### src/hw/rtl/c7n_pkg.sv
// Shared types and constants for the normalised 7x7 convolution filter.
// No dependencies.
package c7n_pkg;

    localparam int TAPS           = 49;
    localparam int WIN            = 7;
    localparam int LINES          = 6;
    localparam int PIX_W          = 8;
    localparam int COEF_W         = 16;
    localparam int ACC_W          = 32;
    localparam int LW_W           = 11;
    localparam int POS_W          = 10;
    localparam int IDX_W          = 6;
    localparam int DEF_MAX_WIDTH  = 1024;
    localparam int DEF_MAX_HEIGHT = 1024;
    localparam int LW_RESET       = 1024;
    localparam logic [PIX_W-1:0] PIX_MAX = 8'hFF;

    localparam logic CMD_COEF  = 1'b0;
    localparam logic CMD_PIXEL = 1'b1;

    localparam logic REG_LINE_WIDTH = 1'b0;

    typedef struct packed {
        logic shift;
        logic rotate;
    } t_cell_ctrl;

endpackage

### src/hw/rtl/c7n_cell.sv
// One window cell: a pixel and its tap, shifted or rotated along the chain.
// Depends on c7n_pkg.
module c7n_cell (
    input  logic                        i_clk,
    input  logic                        i_rst_n,
    input  c7n_pkg::t_cell_ctrl         i_ctrl,
    input  logic                        i_coef_we,
    input  logic signed [15:0]          i_coef_wval,
    input  logic [7:0]                  i_shift_pix,
    input  logic [7:0]                  i_nb_pix,
    input  logic signed [15:0]          i_nb_coef,
    output logic [7:0]                  o_pix,
    output logic signed [15:0]          o_coef
);
    import c7n_pkg::*;

    logic [PIX_W-1:0]         r_pix;
    logic signed [COEF_W-1:0] r_coef;

    always_ff @(posedge i_clk) begin
        if (!i_rst_n) begin
            r_pix  <= '0;
            r_coef <= '0;
        end else if (i_ctrl.rotate) begin
            r_pix  <= i_nb_pix;
            r_coef <= i_nb_coef;
        end else begin
            if (i_ctrl.shift) begin
                r_pix <= i_shift_pix;
            end
            if (i_coef_we) begin
                r_coef <= i_coef_wval;
            end
        end
    end

    assign o_pix  = r_pix;
    assign o_coef = r_coef;

endmodule

### config.mk
export PLATFORM = sky130hd
export DESIGN_NAME = c7n_cell
export DESIGN_NICKNAME = d
export VERILOG_FILES = /design/src/hw/rtl/c7n_pkg.sv /design/src/hw/rtl/c7n_cell.sv
export SDC_FILE = /design/constraint.sdc
export NUM_CORES = 1
export LEC_CHECK = 0
export BUFFER_PORTS_ARGS = -buffer_cell sky130_fd_sc_hd__buf_2
export CORE_MARGIN = 5
export CORE_UTILIZATION = 36
export DETAILED_ROUTE_END_ITERATION = 12
export GPL_TIMING_DRIVEN = 0
export PLACE_DENSITY = 0.71
export SLEW_MARGIN = 15
export SYNTH_ARGS = -nofsm -noshare
export SYNTH_HDL_FRONTEND = slang
export SYNTH_SLANG_ARGS = --single-unit
export TNS_END_PERCENT = 100
### constraint.sdc
create_clock -name i_clk -period 1.3 [get_ports i_clk]
set_input_delay 0.26 -clock i_clk [delete_from_list [all_inputs] [get_ports i_clk]]
set_output_delay 0.26 -clock i_clk [all_outputs]
set_load 0.05 [all_outputs]
==> impl.org <==
** STA
- Based on the critical path, the design can be clocked at up to 830 MHz.
- At the pin with the least slew margin, the transition time is 0.468 ns.
- Subtracting the final worst setup slack from the clock period gives 1.21 ns.
- Remaining max-slew budget at the tightest pin :: 0.688
- Count of final max-slew check failures :: 0
- Count of final hold-check violations :: 0
- Setup violations remaining at the end of the flow were counted as 0.
- Of the available clock period, the critical path in the final layout requires 0.927.
- Between clock sinks in the finished design, the worst skew comes to 0 ns.
- Summed negative setup slack over all endpoints :: 0 ns
- Setup repair after global routing left no endpoint under its margin.

** Global routing
- Across every metal layer, demand over resource in global routing totals 0.140.
- The number of antenna violations at the first check in global routing is 0.
- After global routing the overflow that remains totals 0.
- Entering global routing, the biggest net connects 14 pins.
- Via count of the first global-routing pass :: 1,187
- The first global-routing pass estimated 5050 microns of wire.

** Clock network
- The clock reaches the later pin of the worst-skew pair after 0.31 ns.
- Once the clock tree was built, the setup fixing pass inserted 0 buffers.
- Buffers inserted during clock tree synthesis total 3.
- Post-CTS Hold Fix Bufs :: 0
- After clock tree synthesis, the repair step resized 0 gates.
- TritonCTS clock tree :: done
- H-tree level count :: 1
- The tree is rooted in a sky130_fd_sc_hd__clkbuf_4.
- Clock-pin slew was measured on the worst setup and hold paths at 0.13 ns.
- In this run the deepest clock path goes through 2 buffers.
- Number of sinks on the clock net :: 24

** Critical path
- Gate family responsible for the most delay along the worst path :: flip-flops
- The critical path is of the reg -> out type.
- STA puts the critical path data arrival time at 0.95 ns.
- STA classifies the critical path startpoint as a flip-flop.
- Depth of the worst register-to-register path :: 2
- On the worst path, the slowest cell contributes a delay of 0.37 ns.
- Buf+Inv Stages, Crit Path :: 1
- Register-to-Register Setup Slack :: 0.40 ns
- Traced cell by cell, the critical path runs through buf_2.
- CP endpoint kind :: primary output
- Instance count on the critical path :: 1
- For this design, the slowest cell found on the critical path is sky130_fd_sc_hd__dfxtp_1.
- For the worst setup path, the data required time is 1.04 ns.
- In this run the worst path has a maximum fanout of 2.

** Cells and area
- Final cell count without fillers :: 229
- The number of antenna diodes in the final layout is 0.
- Of the cells placed in the final design, the portion with a size suffix greater than 1 is 0.585.
- Leaving out fill and tap cells, the most frequent cell in the layout is sky130_fd_sc_hd__buf_2.
- Cell area after layout :: 1700 sq um
- Relative area change from synthesis to final layout :: 36.9%
- In the layout the commonest cells are 77 x sky130_fd_sc_hd__buf_2, 24 x sky130_fd_sc_hd__nand2b_1, 24 x sky130_fd_sc_hd__o211a_1, 24 x sky130_fd_sc_hd__dfxtp_1, 14 x sky130_fd_sc_hd__mux2_2.
- After the last flow step, the layout net total stands at 237.

** Drt
- The routed layout has 1,079 vias.
- # DRC :: 0
- Total length of routed wires :: 3210 microns
- Remaining antenna violation count :: 0
- Wire per inst :: 14.0 microns
- In this run, the number of DRC markers left after iteration 0 of detailed routing was 46.
- Vias per std cell :: 4.71
- Initial DRT Pass Iterations :: 4

** Floorplan
- Boundary pin count :: 77
- The initial utilization of the core area, before any placement, comes to 0.373.
- The initialized floorplan defines 21 standard-cell rows.
- Std-Cell Core Area :: 3340 sq um
- Horizontal extent of the die :: 68.8 microns
- Measured along the y axis, the die boundary spans 68.8 microns.
- The die covers 4730 sq um.

** Logic synthesis
- The synthesized design contains 24 register bits.
- Synthesis handed over a netlist of 106 instances.
- Yosys attributes the largest share of cell area to sky130_fd_sc_hd__dfxtp_1 39%, sky130_fd_sc_hd__o211a_1 19%, sky130_fd_sc_hd__mux2_2 13%.
- Net count after synthesis :: 159
- The share of the Yosys chip area taken by registers is 0.386.
- During synthesis, Yosys emitted a total of 0 warnings.
- Cell Area, Synth :: 1240 sq um
- The share of the synthesized area in compound gates (AO/OA/AOI/OAI) came to 0.193.
- Of the post-synthesis cell area, the dominant cell type holds 0.386.
- Cell taking the most area after synthesis :: sky130_fd_sc_hd__dfxtp_1
- The average instance in the mapped netlist occupies 11.7 sq um.
- Synthesis instantiated 9 different standard cells from the library.
- Measured against the total synthesized area, the mux share comes to 0.247.
- Of the total synthesized cell area, the portion taken by full adders, half adders and majority gates is 0.
- Simple logic cell fraction of the synthesized area :: 0.121
- Xor and xnor fraction of the mapped netlist area :: 0
- Dominant combinational cell family by area after synthesis :: multiplexers

** Power
- Max rail drop VDD :: 508 uV
- Total chip power :: 1.77 mW
- Pwr dens :: 1040 nW/um^2
- Summed over all cells, the static leakage comes to 1.01 nW.

** Place
- Input and output buffers added on the ports amount to 73.
- The congestion estimate from routability-driven global placement came to 0.647.
- Including well taps, the total number of placed cells is 225.
- Post-detailed-placement half-perimeter wirelength :: 2570 microns
- In this run the cell area measured after placement is 1670 sq um.

** Run status
- The flow ran to the end, and the final reports show no timing, DRC or antenna violations.

** Run
- Max-capacitance violation count :: 0

** Hold path
- The min-delay analysis places its worst path in the category in -> reg.
- Worst Hold Path Cells :: 2
[stage by stage]
step                hold WS [ns]  setup WS (ns)  utilization
floorplan                  0.393          0.195            -
global placement           0.553          0.148        0.500
detailed placement         0.554          0.128        0.500
CTS                        0.205         0.0639        0.511
global route               0.215         0.0314        0.511
finish                     0.223         0.0947        0.511
[worst paths after layout]
check              from         end
min reg2reg   o_coef[0]   o_coef[0]
max          o_coef[11]  o_coef[11]
max reg2reg   o_coef[6]   o_coef[6]
min             i_rst_n  o_coef[15]
[report_power, final]
part / internal (mW) / switching (mW)
combinational: 0.233 / 0.328
sequential: 0.792 / 0.0267
clock: 0.171 / 0.219
[cell type report]
cell class	count	area [sq um]
multi-input cells	72	698
clock buffers	4	36.3
fillers	332	1630
repair buffers	73	365
well taps	46	57.6
plain buffers	10	66.3
flip-flops and latches	24	480
[kinds of logic after synthesis]
family          count (synthesis)
buf+inv                        10
mux                            24
flops                          24
compound gates                 24
simple gates                   24
[state kept, by name, indices dropped and copies added, names as in the netlist]
signal  cells
o_coef     16
o_pix       8
[layer usage]
layer / global-route usage / wire, microns / share of wire
met4: 0.0365 / 25 / 0.0078
met3: 0.0292 / 256 / 0.080
met2: 0.253 / 1560 / 0.49
met5: 0 / 0 / 0
met1: 0.168 / 1360 / 0.42
[cell usage after synthesis (all sizes together)]
cell type and count:
buf 6, dfxtp 24, mux2 24, o211a 24
nand2b 24, clkbuf 4
Note: power is estimated with default switching activity, not from simulation.
