===== src/hw/rtl/c7n_pkg.sv =====
// Shared types and constants for the normalised 7x7 convolution filter.
// No dependencies.
package c7n_pkg;

    localparam int TAPS           = 49;
    localparam int WIN            = 7;
    localparam int LINES          = 6;
    localparam int PIX_W          = 8;
    localparam int COEF_W         = 16;
    localparam int ACC_W          = 32;
    localparam int LW_W           = 11;
    localparam int POS_W          = 10;
    localparam int IDX_W          = 6;
    localparam int DEF_MAX_WIDTH  = 1024;
    localparam int DEF_MAX_HEIGHT = 1024;
    localparam int LW_RESET       = 1024;
    localparam logic [PIX_W-1:0] PIX_MAX = 8'hFF;

    localparam logic CMD_COEF  = 1'b0;
    localparam logic CMD_PIXEL = 1'b1;

    localparam logic REG_LINE_WIDTH = 1'b0;

    typedef struct packed {
        logic shift;
        logic rotate;
    } t_cell_ctrl;

endpackage


===== src/hw/rtl/c7n_div.sv =====
// Normalising divider: clamped 8-bit quotient, one bit per cycle.
// Depends on c7n_pkg.
module c7n_div (
    input  logic                     i_clk,
    input  logic                     i_rst_n,
    input  logic                     i_start,
    input  logic signed [31:0]       i_dividend,
    input  logic [15:0]              i_divisor,
    output logic                     o_done,
    output logic [7:0]               o_quot
);
    import c7n_pkg::*;

    localparam int REM_W = COEF_W + PIX_W;

    logic               r_busy;
    logic               r_done;
    logic [2:0]         r_k;
    logic [REM_W-1:0]   r_rem;
    logic [COEF_W-1:0]  r_div;
    logic [PIX_W-1:0]   r_q;
    logic               r_neg;
    logic               r_sat;
    logic [REM_W-1:0]   w_trial;
    logic [ACC_W-1:0]   w_lim;

    assign w_trial = REM_W'(r_div) << r_k;
    assign w_lim   = ACC_W'({i_divisor, 8'h00});

    always_ff @(posedge i_clk) begin
        if (!i_rst_n) begin
            r_busy <= 1'b0;
            r_done <= 1'b0;
        end else begin
            r_done <= 1'b0;
            if (i_start) begin
                r_busy <= 1'b1;
            end else if (r_busy && r_k == 3'd0) begin
                r_busy <= 1'b0;
                r_done <= 1'b1;
            end
        end
    end

    always_ff @(posedge i_clk) begin
        if (i_start) begin
            r_neg <= i_dividend[ACC_W-1];
            r_sat <= !i_dividend[ACC_W-1] && $unsigned(i_dividend) >= w_lim;
            r_rem <= i_dividend[REM_W-1:0];
            r_div <= i_divisor;
            r_k   <= 3'd7;
            r_q   <= '0;
        end else if (r_busy) begin
            if (r_rem >= w_trial) begin
                r_rem      <= r_rem - w_trial;
                r_q[r_k]   <= 1'b1;
            end
            r_k <= r_k - 3'd1;
        end
    end

    assign o_done = r_done;
    assign o_quot = r_neg ? '0 : (r_sat ? PIX_MAX : r_q);

endmodule


===== config.mk =====
export PLATFORM = sky130hd
export DESIGN_NAME = c7n_div
export DESIGN_NICKNAME = d
export VERILOG_FILES = /design/src/hw/rtl/c7n_pkg.sv /design/src/hw/rtl/c7n_div.sv
export SDC_FILE = /design/constraint.sdc
export NUM_CORES = 1
export LEC_CHECK = 0
export ABC_CLOCK_PERIOD_IN_PS = 6750
export BUFFER_PORTS_ARGS = -buffer_cell sky130_fd_sc_hd__buf_2
export CAP_MARGIN = 20
export CORE_AREA = 2 2 92 94
export CTS_CLUSTER_SIZE = 10
export DETAILED_ROUTE_END_ITERATION = 7
export DIE_AREA = 0 0 94 96
export PLACE_DENSITY = 0.79
export SLEW_MARGIN = 20
export SYNTH_ARGS = -nofsm -noshare
export SYNTH_HDL_FRONTEND = slang
export SYNTH_SLANG_ARGS = --single-unit

===== constraint.sdc =====
create_clock -name i_clk -period 6.75 [get_ports i_clk]
set_input_delay 1.35 -clock i_clk [delete_from_list [all_inputs] [get_ports i_clk]]
set_output_delay 1.35 -clock i_clk [all_outputs]
set_load 0.005 [all_outputs]

==> summary.txt, run 1 <==
Power
  – Internal power: 0.000801 W
  – Part of the power in combinational logic: 0.519
  – Seq pwr share: 0.339
  – Net switching power figure: roughly 0.0006 W
  – Maximum VDD drop: 153 uV
  – Cell Pwr Density: ~280 nW/um2
  – Clk pwr share: 0.142
  – Switching Share: 0.431
  – Design Power: between 0.001 and 0.0015 W
  – P_leak: ~2.2 nW

Synthesis
  – EDFF count, synth: 42
  – Sequential area share after synthesis: 0.322
  – Synth warn: 0
  – Netlist Area Pre-Place: 4720 um2
  – Synth cell types: 73
  – Synthesized area per cell: roughly 8.9 um2
  – Syn_nets: 623
  – Top cell type by total area after synthesis: edfxtp_1
  – Largest cells by area after synthesis: edfxtp_1 27%, ha_1 11%, dfxtp_1 5.5%, nand2_1 4.9%, a21oi_1 4.0%
  – Mapped Cells: 530
  – Synth top area share: 0.267
  – Main synth FF type: edfxtp_1
  – FF+latch count, synth: 55
  – Asr flop ratio synth: 0

Timing
  – Fin Clk Skew: around 0.010 ns
  – Final hold violation count: 0
  – RSZ-0062 raised after global routing: false
  – Actual slew at the worst max-slew pin: ~0.91 ns
  – Final Critical Period: roughly 4.4 ns
  – F_max: 227 MHz
  – Slew Viols, Final: 0
  – Setup total negative slack: 0 ns
  – # setup viols final: 0
  – Hold WS: approximately 0.49 ns
  – Max-slew headroom: 0.391
  – Fin crit share: 0.653
  – Setup ws final: roughly 2.3 ns

Clock network
  – CTS Hold Buffers Added: 0
  – Number of CTS-inserted buffers: 5
  – CTS tree: done
  – Post-CTS Resized: 0
  – Later-pin clock latency in the skew report: 0.32 ns
  – Clock slew at reported path FFs: between 0.1 and 0.15 ns
  – CTS sink count: between 50 and 60
  – Clk root buf: clkbuf_8
  – H-tree levels: 2
  – Bufs on Longest Clock Path: 2
  – Post-CTS Setup Repair Bufs: 0

Status
  – Outcome: finished clean

Critical path
  – Worst-path maximum fanout: 24
  – Crit path capture type: register
  – CP most frequent cell: a21oi_1
  – CP required: roughly 6.7 ns
  – CP max stage delay: around 0.94 ns
  – Critical path class: reg2reg
  – Slowest CP cell: dfxtp_1
  – CP Launch Type: register
  – CP top delay family: simple AND/OR/NAND/NOR gates
  – CP Buf/Inv Count: 1
  – Crit-path cells: inv_1 > nor3_1 > a21oi_1 > a32oi_1 > ha_1 > and4_4 > a21oi_4 > a21oi_1 > or2_2 > o21ai_2 > nand2_2
  – Worst Path Arrival: ~4.3 ns

Placement
  – Global placement routability congestion: around 0.93
  – DP HPWL: a little under 10000 um
  – PortBufs: 59
  – Setup WS pre-CTS: around 2.0 ns
  – Post-place instance area: 4970 um2

Worst hold path
  – Worst hold path type: reg2reg

Cells and area
  – Layout Nets: between 600 and 700
  – Synth-to-Final Area Change: 7.48%
  – Layout cell share with drive strength beyond 1: 0.167
  – Finished Cell Area: 5070 um2
  – Ant. Diodes: 0

Route
  – Starting DRC count in detailed routing: between 300 and 400
  – Total Routed Length: between 10000 and 15000 um
  – Vias per cell: approximately 6.4
  – # DRC: 0
  – Vias: between 4000 and 5000
  – DRT Pass-1 Iters: 6
  – Wire per inst: ~18 um
  – Routed Antenna Nets: 0

GRT
  – Initial antenna violation count: 0
  – Pin count of the biggest net entering global routing: 40
  – Grt ovf: 0
  – All-Layer GR Usage: 0.283
  – First-pass GRT wire length: 19800 um
  – Vias in the first global route: 3937

Flow run
  – Max Cap Viol: 0

Die
  – Die height: roughly 96 um
  – Ports: 60
  – Core area: 8050 um2
  – Starting Density: 0.586
  – Die width: approximately 94 um
  – Die area: 9020 um2
  – Row count: 33
[synth_stat cells (10+ instances only)]
cell type  number
edfxtp_1       42
nand2_1        62
mux2i_1        17
ha_1           41
nor2_1         49
a21oi_1        38
clkbuf_1       15
inv_1          28
nor2b_1        14
dfxtp_1        13
o21ai_0        33
nor3_1         13
a32oi_1        10
[through the flow]
step,instances,util
final,673,0.630
after global routing,673,0.630
after CTS,673,0.630
after detailed placement,665,0.618
after global placement,665,0.618
after floorplan,530,-
[cell type report]
cell class                      instances  area, um2
Fill cell                             697       2980
Multi-Input combinational cell        417       2910
Sequential cell                        55       1520
Timing Repair Buffer                   60        303
Tap cell                              105        131
Inverter                               28        105
Clock buffer                            5       68.8
Clock inverter                          3       28.8
[power groups by stage]
stage	sequential (W)	clock (W)	combinational, W
finish	0.000477	0.000200	0.000731
global route	0.000482	0.000217	0.000809
CTS	0.000477	0.000206	0.000716
detailed placement	0.000484	0	0.000710
global placement	0.000482	0	0.000690
floorplan	0.000462	0	0.000588
[worst paths after layout]
check	from	end	slack (ns)	cells past startpoint
setup / recovery	r_k[0]$_SDFFE_PP1P_	r_rem[8]$_DFFE_PP_	2.34	11
hold / removal	r_q[7]$_SDFFE_PP0P_	r_q[7]$_SDFFE_PP0P_	0.49	2
setup reg to reg	r_k[0]$_SDFFE_PP1P_	r_rem[8]$_DFFE_PP_	2.34	11
hold reg to reg	r_q[7]$_SDFFE_PP0P_	r_q[7]$_SDFFE_PP0P_	0.49	2
[flip-flops by register name, indices dropped and copies added, names as in the netlist]
register and flops:
r_neg 1, r_q 8, o_done 1, r_rem 24
r_sat 1, r_k 3, r_busy 1, r_div 16
[cell usage in the layout (no fill, tap or decap), drive strengths merged, types with 5 or more instances in the layout]
cell	synthesis	routed
inv	28	29
xor2	5	5
and3	8	8
clkbuf	16	5
o21ai	36	36
o211ai	6	6
nor2b	14	14
mux4	7	7
o22ai	6	6
nor3	13	13
nor2	50	50
a21oi	40	40
a21o	8	8
ha	41	41
buf	14	60
a211oi	7	7
dfxtp	13	13
nand4	9	9
nand2	62	62
edfxtp	42	42
mux2i	17	17
o21a	6	6
a32oi	10	10
nand3	9	9
[worst reg2reg max path: stages, from the launching register on]
cell and delay (ns):
dfxtp_1 0.94, inv_1 0.41, nor3_1 0.27, a21oi_1 0.08, a32oi_1 0.19, ha_1 0.35, and4_4 0.25, a21oi_4 0.20
a21oi_1 0.11, or2_2 0.31, o21ai_2 0.36, nand2_2 0.50
[routing by layer]
metal,share of wire,track usage,up-vias
met2,0.47,0.472,180
met3,0.058,0.0376,26
met4,0.020,0.0797,0
met5,0,0,-
met1,0.45,0.389,2042
li1,-,-,2055
[cells by family (layout without fill, tap and decap cells)]
| group | count (synthesis) | after routing | share of synthesized area |
|---|---|---|---|
| XOR/XNOR | 9 | 9 | 0.0167 |
| buffers and inverters | 58 | 96 | 0.0607 |
| flip-flops | 55 | 55 | 0.322 |
| adder cells (fa/ha/maj) | 42 | 42 | 0.113 |
| AND/OR/NAND/NOR | 186 | 186 | 0.187 |
| AO/OA/AOI/OAI | 152 | 152 | 0.221 |
| multiplexers | 28 | 28 | 0.0790 |
Note: power is estimated with default switching activity, not from simulation.
==> run 2, diff against run 1 <==
ABC_CLOCK_PERIOD_IN_PS = 3950   (was 6750)
CORE_AREA = 2 2 97 99   (was 2 2 92 94)
DIE_AREA = 0 0 99 101   (was 0 0 94 96)
PLACE_DENSITY = 0.75   (was 0.79)
clock period = 3.95 ns   (was 6.75 ns; I/O delays follow)
==> summary.txt, run 2 (synthesized netlist as in run 1, its figures left out) <==
Power
  – Part of the power in combinational logic: 0.517 (-0.002)
  – Seq pwr share: 0.329 (-0.010)
  – Cell Pwr Density: 478 nW/um2 (+72%)
  – Internal power: 0.00141 W (+76%)
  – Clk pwr share: 0.154 (+0.012)
  – Switching Share: 0.426 (-0.00511)
  – Net switching power figure: 0.00105 W (+72%)
  – P_leak: 2.19 nW (+1.4%)
  – Maximum VDD drop: 250 uV (+64%)

GRT
  – Initial antenna violation count: 0 (unchanged)
  – First-pass GRT wire length: 19900 um (+0.94%)
  – Vias in the first global route: 4062 (+3.2%)
  – Grt ovf: 0 (unchanged)
  – Pin count of the biggest net entering global routing: 34 (-15%)
  – All-Layer GR Usage: 0.249 (-0.0335)

Critical path
  – Slowest CP cell: dfxtp_1
  – Worst-path maximum fanout: 24 (unchanged)
  – CP most frequent cell: buf_4
  – CP top delay family: simple AND/OR/NAND/NOR gates
  – CP Launch Type: register
  – CP Buf/Inv Count: 3 (+2)
  – Flop2flop setup slack: 0.26 ns (-2.09 ns)
  – CP required: 4.00 ns (-2.67 ns)
  – R2r worst-path depth: 12 (+1)
  – CP max stage delay: 0.70 ns (-0.24 ns)
  – Crit-path cells: inv_1 > buf_4 > nor2_1 > a32oi_1 > ha_1 > and4_4 > a21oi_4 > a21oi_1 > or2_2 > o21ai_2 > nand2_1 > buf_4
  – Crit path capture type: register
  – Worst Path Arrival: 3.74 ns (-0.58 ns)
  – R2R Path Start: r_k[2]$_SDFFE_PP1P_
  – RR Endpoint: r_rem[9]$_DFFE_PP_
  – Critical path class: reg2reg

Status
  – Outcome: finished clean

Worst hold path
  – Hold Path Sink: r_q[2]$_SDFFE_PP0P_
  – Worst hold path type: reg2reg
  – Hold path depth: 2 (unchanged)
  – Hold_sp: r_q[2]$_SDFFE_PP0P_

Die
  – Die area: 10000 um2 (+11%)
  – Ports: 60 (unchanged)
  – Die width: 99 um (+5.3%)
  – Starting Density: 0.526 (-0.0605)
  – Die height: 101 um (+5.2%)
  – Core area: 8980 um2 (+11%)
  – Row count: 35 (+6.1%)

Clock network
  – CTS tree: done
  – Post-CTS Setup Repair Bufs: 0 (unchanged)
  – CTS sink count: 55 (unchanged)
  – Later-pin clock latency in the skew report: 0.32 ns (about the same)
  – Clk root buf: clkbuf_8
  – Number of CTS-inserted buffers: 5 (unchanged)
  – Clock slew at reported path FFs: 0.11 ns (about the same)
  – H-tree levels: 2 (unchanged)
  – Bufs on Longest Clock Path: 2 (unchanged)

Route
  – Routed Antenna Nets: 0 (unchanged)
  – # DRC: 0 (unchanged)
  – Starting DRC count in detailed routing: 347 (-1.7%)
  – Wire per inst: 18.2 um (-0.71%)
  – Vias per cell: 6.21 (-2.8%)
  – Vias: 4249 (-1.3%)
  – DRT Pass-1 Iters: 7 (+1)
  – Total Routed Length: 12500 um (+0.92%)

Cells and area
  – Biggest register: r_rem
  – Most common cell after layout, fill and taps aside: nand2_1
  – Final non-filler cell total: 684 (+1.6%)
  – Finished Cell Area: 5130 um2 (+1.2%)
  – Synth-to-Final Area Change: 8.80%
  – Max reg flops: 24 (unchanged)
  – Most frequent cells in the layout: 62 x nand2_1, 59 x buf_2, 49 x nor2_1
  – Top Registers: r_rem x24, r_div x16, r_q x8
  – Fin util: 0.572 (-0.0580)
  – Layout fillers: 780 (+12%)
  – Layout Nets: 665 (+0.76%)
  – Multi-input gate area: 2920 um2 (+0.13%)
  – Ant. Diodes: 0 (unchanged)
  – Layout cell share with drive strength beyond 1: 0.176 (+0.00901)
  – Register Area: 1520 um2 (unchanged)

Placement
  – Cell total after placement: 676 (+1.7%)
  – Setup WS pre-CTS: 0.289 ns (-1.70 ns)
  – PortBufs: 59 (unchanged)
  – Post-place instance area: 5020 um2 (+0.91%)
  – Global placement routability congestion: 0.946 (+1.4%)
  – DP HPWL: 9810 um (+1.7%)

Timing
  – F_max: 271 MHz (+19%)
  – Final Critical Period: 3.69 ns (-0.711 ns)
  – Setup ws final: 0.255 ns (-2.09 ns)
  – Fin crit share: 0.935 (+0.283)
  – Fin Clk Skew: 0.0114 ns (+0.00136 ns)
  – Hold WS: 0.488 ns (+0.00127 ns)
  – Final hold violation count: 0 (unchanged)
  – Slew Viols, Final: 0 (unchanged)
  – Max-slew headroom: 0.347 (-0.0438)
  – Actual slew at the worst max-slew pin: 0.979 ns (+0.0659 ns)
  – # setup viols final: 0 (unchanged)

Flow run
  – Max Cap Viol: 0 (unchanged)
run 2: changes by cell type in the layout (fill, tap and decap cells not counted):
cell and delta:
nor2b_2 +1, a21oi_1 -1, nor2b_1 -1, nand2_2 -1, inv_8 -1, a21oi_2 +1, clkinv_4 -1, clkbuf_16 +1
nand2_1 +1, buf_4 +5, inv_6 +1
run 2: worst max-delay path by stage:
stage	start	slack, ns	depth (start not counted)	end
global placement	r_k[2]$_SDFFE_PP1P_	0.47	12	r_rem[2]$_DFFE_PP_
floorplan	r_k[0]$_SDFFE_PP1P_	0.32	13	r_rem[0]$_DFFE_PP_
global route	r_k[0]$_SDFFE_PP1P_	-0.01	13	r_rem[20]$_DFFE_PP_
detailed placement	r_k[0]$_SDFFE_PP1P_	0.29	11	r_rem[1]$_DFFE_PP_
CTS	r_k[0]$_SDFFE_PP1P_	0.26	11	r_rem[8]$_DFFE_PP_
finish	r_k[2]$_SDFFE_PP1P_	0.26	12	r_rem[9]$_DFFE_PP_
run 2: power by group through the flow:
stage	clock (W)	combinational [W]	sequential (W)
4_1_cts	0.000382	0.00124	0.000806
2_1_floorplan	0	0.00101	0.000789
5_1_grt	0.000404	0.00141	0.000814
3_5_place_dp	0	0.00124	0.000820
3_3_place_gp	0	0.00120	0.000815
6_report	0.000379	0.00127	0.000808
run 2: repair_timing:
action / in CTS / in global routing
resized for setup: 0 / 2
endpoints found under the setup margin: 0 / 25
hold endpoints to repair: 0 / 0
hold buffers: 0 / 0
run 2: layer usage:
metal	GRT usage	routed length, um	share of wire
met3	0.0388	685	0.055
met4	0.0875	335	0.027
met2	0.422	6000	0.48
met5	0	0	0
met1	0.326	5430	0.44
run 2: tightest hold or removal path: cells and delay by family, from the launching register on:
family,cells,cell delay (ns)
flip-flops,1,0.35
AO/OA/AOI/OAI,2,0.11
run 2: cell type report:
cell class / count / share of cell area
clock buffers: 6 / 0.0183
inverters: 28 / 0.0205
repair buffers: 65 / 0.0663
well taps: 111 / 0.0270
flip-flops and latches: 55 / 0.296
clock inverters: 2 / 0.00341
multi-input cells: 417 / 0.568
run 2: stage by stage:
step,power [W],TNS (ns)
detailed placement,0.00206,0
CTS,0.00243,0
finish,0.00246,0
global placement,0.00202,0
floorplan,0.00179,0
global route,0.00263,-0.191
